**config.mk**
```make
export PLATFORM = sky130hd
export DESIGN_NAME = tmh_ram
export DESIGN_NICKNAME = d
export VERILOG_FILES = /design/src/tmh_ram.sv
export SDC_FILE = /design/constraint.sdc
export NUM_CORES = 1
export LEC_CHECK = 0
export BUFFER_PORTS_ARGS = -buffer_cell sky130_fd_sc_hd__buf_2
export CAP_MARGIN = 20
export CORE_MARGIN = 10
export CORE_UTILIZATION = 40
export DETAILED_ROUTE_END_ITERATION = 12
export PLACE_DENSITY_LB_ADDON = 0.15
export REMOVE_ABC_BUFFERS = 1
export SYNTH_ARGS = -nofsm -noshare
export SYNTH_HDL_FRONTEND = slang
export SYNTH_SLANG_ARGS = --single-unit
```
**constraint.sdc**
```tcl
create_clock -name clock -period 2.8 [get_ports clock]
set_input_delay 0.56 -clock clock [delete_from_list [all_inputs] [get_ports clock]]
set_output_delay 0.56 -clock clock [all_outputs]
set_load 0.02 [all_outputs]
```
**src/tmh_ram.sv**
```systemverilog
// ----------------------------------------------------------------------------
// tmh_ram
// Generic single-write, single-read RAM with registered read data.
// ----------------------------------------------------------------------------
module tmh_ram #(
   parameter int WIDTH = 8,
   parameter int DEPTH = 32
) (
   input  logic                     clock,
   input  logic                     wr_en,
   input  logic [$clog2(DEPTH)-1:0] wr_addr,
   input  logic [WIDTH-1:0]         wr_data,
   input  logic [$clog2(DEPTH)-1:0] rd_addr,
   output logic [WIDTH-1:0]         rd_data
);

   logic [WIDTH-1:0] mem [DEPTH];
   logic [WIDTH-1:0] rd_data_ff;

   // write port and registered read port
   always_ff @(posedge clock) begin
      if (wr_en) begin
         mem[wr_addr] <= wr_data;
      end
      rd_data_ff <= mem[rd_addr];
   end

   assign rd_data = rd_data_ff;

endmodule

```
# Yosys cells after proc, flatten, opt, wreduce, memory -nomap -nowiden
# Memory sizes are Yosys's and may differ from the RTL's. A register that Yosys moved wholly into a read port is not among the register bits.
# Cells that the tools add are included.
# op_classes
muxes,2
# op_table
operator,n
$mux W1,2
# totals
n_memories,1
out_inout_bits,8
reg_bits,0
in_bits,20
mem_bits_rw,256
elab_cells,3
# mem_list
memory,depth,width,read_ports,rd_ports_with_merged_regs,write_ports,line,text
mem,32,8,1,1,1,17,logic [WIDTH-1:0] mem [DEPTH];

# Longest topological paths before layout
# depth
ltp_word,2
ltp_mapped,5
ltp_nobuf,3

# Least setup slack after synthesis
# No wires, ideal clock.
# synth_path
path_type,input -> register
startpoint,input rd_addr[2]
endpoint,"register rd_data_ff[0], in the netlist rd_data[0] (read register of mem)"
n_path_buf,2
required_time_ps,2679
setup_ps,121
cell_stages,5
path_slack_ps,438
arrival_ps,2242
path_cell_list,clkbuf_1 clkbuf_1 mux4_2 mux4_2 mux2_2
# synth_rtl
element,line,text
from (decl),13,"input logic [$clog2(DEPTH)-1:0] rd_addr,"
to (decl),18,logic [WIDTH-1:0] rd_data_ff;

==> results.json <==
{
  "place_hpwl_um": 13410,
  "p_switching_mw": 1.744,
  "clockRootBuffer": "clkbuf_16",
  "syn_area_per_cell_um2": 24.11,
  "yosysSeqAreaShare": 0.7806,
  "fmax_ghz": 0.5022,
  "required_ns": 3.22,
  "fill_cells": 2045,
  "power_frac_clock": 0.427,
  "power.internal_mw": 6.737,
  "final_area_um2": 11760,
  "swShare": 0.2056,
  "post-route-min-period_ns": 1.991,
  "place_area_um2": 10850,
  "htree_levels": 1,
  "overflow": 0,
  "track_usage": 0.1397,
  "total_power_mw": 8.481,
  "setup_tns_ns": 0,
  "crit_path_end_kind": "flip-flop",
  "post_cts_resized": 0,
  "antenna_left": 0,
  "numClockSinks": 264,
  "place_congestion": 0.7277,
  "yosysUniqueCellTypes": 15,
  "irDropWorstVdd_mv": 0.3829,
  "syn_to_final_growth_pct": 17.00,
  "cp.arrival_ns": 2.41,
  "cts_hold_buf": 0,
  "numCtsBuffers": 28,
  "syn_inst": 417,
  "seqPwrFrac": 0.520,
  "run_status": "finished clean",
  "grt_pass1_wl_um": 32440,
  "crit_fanout": 30,
  "vias": 4494,
  "drive_gt1_frac": 0.3903,
  "clk_latency_ns": 0.53,
  "port_buffers": 27,
  "die_w_um": 178.5,
  "p_leak_nw": 3.762,
  "cts_setup_buffers": 0,
  "fin_crit_sh": 0.7111,
  "path_class": "in2reg",
  "power.density_nw_per_um2": 721.0,
  "grt_pass1_vias": 4781,
  "drc": 0,
  "tightestPinTransition_ns": 0.6469,
  "first_pass_iters": 4,
  "die_y_um": 178.5,
  "finClkSkew_ns": 0.01019,
  "hold_path.class": "in2reg",
  "cts_tree": "built",
  "syn-cell-area_um2": 10050,
  "power_frac_comb": 0.052,
  "finalSetupViolCount": 0,
  "core_um2": 24530,
  "clk_pin_slew_ns": 0.06,
  "start_util": 0.4098,
  "maxCapViolCount": 0,
  "clockBufferDepth": 3,
  "final_core_util": 0.4794,
  "post_drt_wl_per_cell_um": 25.94,
  "drtIter0Drc": 413,
  "yosys_warnings": 0,
  "relSlewSlack": 0.5687,
  "vias_per_cell": 5.350,
  "rows": 57,
  "rsz0062_at_grt": "no",
  "fin_nets": 513,
  "setup.worst_path.start_class": "primary input",
  "wirelength_um": 21790,
  "io_pins": 28,
  "ys_seq_elements": 264,
  "dieArea_um2": 31870,
  "slew_violations": 0,
  "antenna_found_initial": 0,
  "hold_viol_final": 0,
  "grt_max_degree": 43
}
-- power by group through the flow --
stage | Combinational (mW) | Sequential [mW] | Clock (mW)
final | 0.445 | 4.41 | 3.62
after global routing | 0.479 | 4.42 | 3.88
after CTS | 0.459 | 4.41 | 3.70
after detailed placement | 0.458 | 4.50 | 0
after global placement | 0.448 | 4.50 | 0
after floorplan | 0.182 | 4.51 | 0
-- area by class of cell --
class                   instances  area, um^2  area share
clock buffers                  29       725.7     0.06170
clock inverters                23       188.9     0.01606
well taps                     324       405.4     0.03446
multi-input cells             133        2100      0.1785
flip-flops and latches        264        7848      0.6672
repair buffers                 66       493.0     0.04191
diodes                          1       2.502   0.0002127
-- path summary, 6_finish.rpt --
path	start	endpoint	slack (ns)	cells past startpoint
worst max-delay path	rd_addr[0]	rd_data[7]$_DFF_P_	0.81	5
worst min-delay path	rd_addr[3]	rd_data[7]$_DFF_P_	0.49	2
worst max register to register	mem[21][2]$_DFFE_PP_	rd_data[2]$_DFF_P_	0.96	3
worst min register to register	mem[13][7]$_DFFE_PP_	rd_data[7]$_DFF_P_	0.91	3
-- cell usage after synthesis, drive strengths merged --
cell,instances,area [um^2]
mux2,8,90.09
mux4,80,1802
or3,1,6.260
edfxtp,256,7687
nor2,33,123.9
nand2,1,3.750
clkbuf,6,22.52
or3b,3,26.28
buf,14,83.82
nand3b,5,37.54
nand3,2,10.01
dfxtp,8,160.2
-- state kept, by name, indices dropped and copies added (netlist names) --
name,count
mem,256
rd_data,8
-- worst max-delay path, cell delays in order --
cell and delay (ns):
buf_4 0.14, buf_12 0.26, mux4_2 0.59, mux4_2 0.53, mux2_2 0.28
-- cells in the final DEF, fill, tap and decap left out, types with 2 or more instances in the layout --
master and instances:
edfxtp_1 256, dfxtp_1 8, nand3b_1 5, mux2_2 8, nor2_1 33, clkinv_2 10, clkinv_1 8, buf_2 26
or3b_2 3, bufinv_16 3, clkbuf_16 29, buf_12 5, nand3_1 2, buf_4 35, mux4_2 80
-- kinds of logic after synthesis --
logic type	share of synthesized area
buf+inv	0.01058
simple gates	0.02066
flops	0.7806
mux	0.1882
-- through the flow --
step | worst slack, ns | instances | hold slack [ns]
after floorplan | 0.9235 | 397 | 0.6589
after global placement | 0.2413 | 787 | 0.8822
after detailed placement | 0.2519 | 787 | 0.8920
after CTS | 0.8131 | 839 | 0.4750
after global routing | 0.7638 | 839 | 0.4846
final | 0.8088 | 840 | 0.4893
-- routing by layer --
layer | GRT usage | part of all wire
met5 | 0 | 0
met2 | 0.2106 | 0.47
met4 | 0.03617 | 0.016
met3 | 0.02199 | 0.060
met1 | 0.2077 | 0.46
Power figures use the tool's default switching activity.
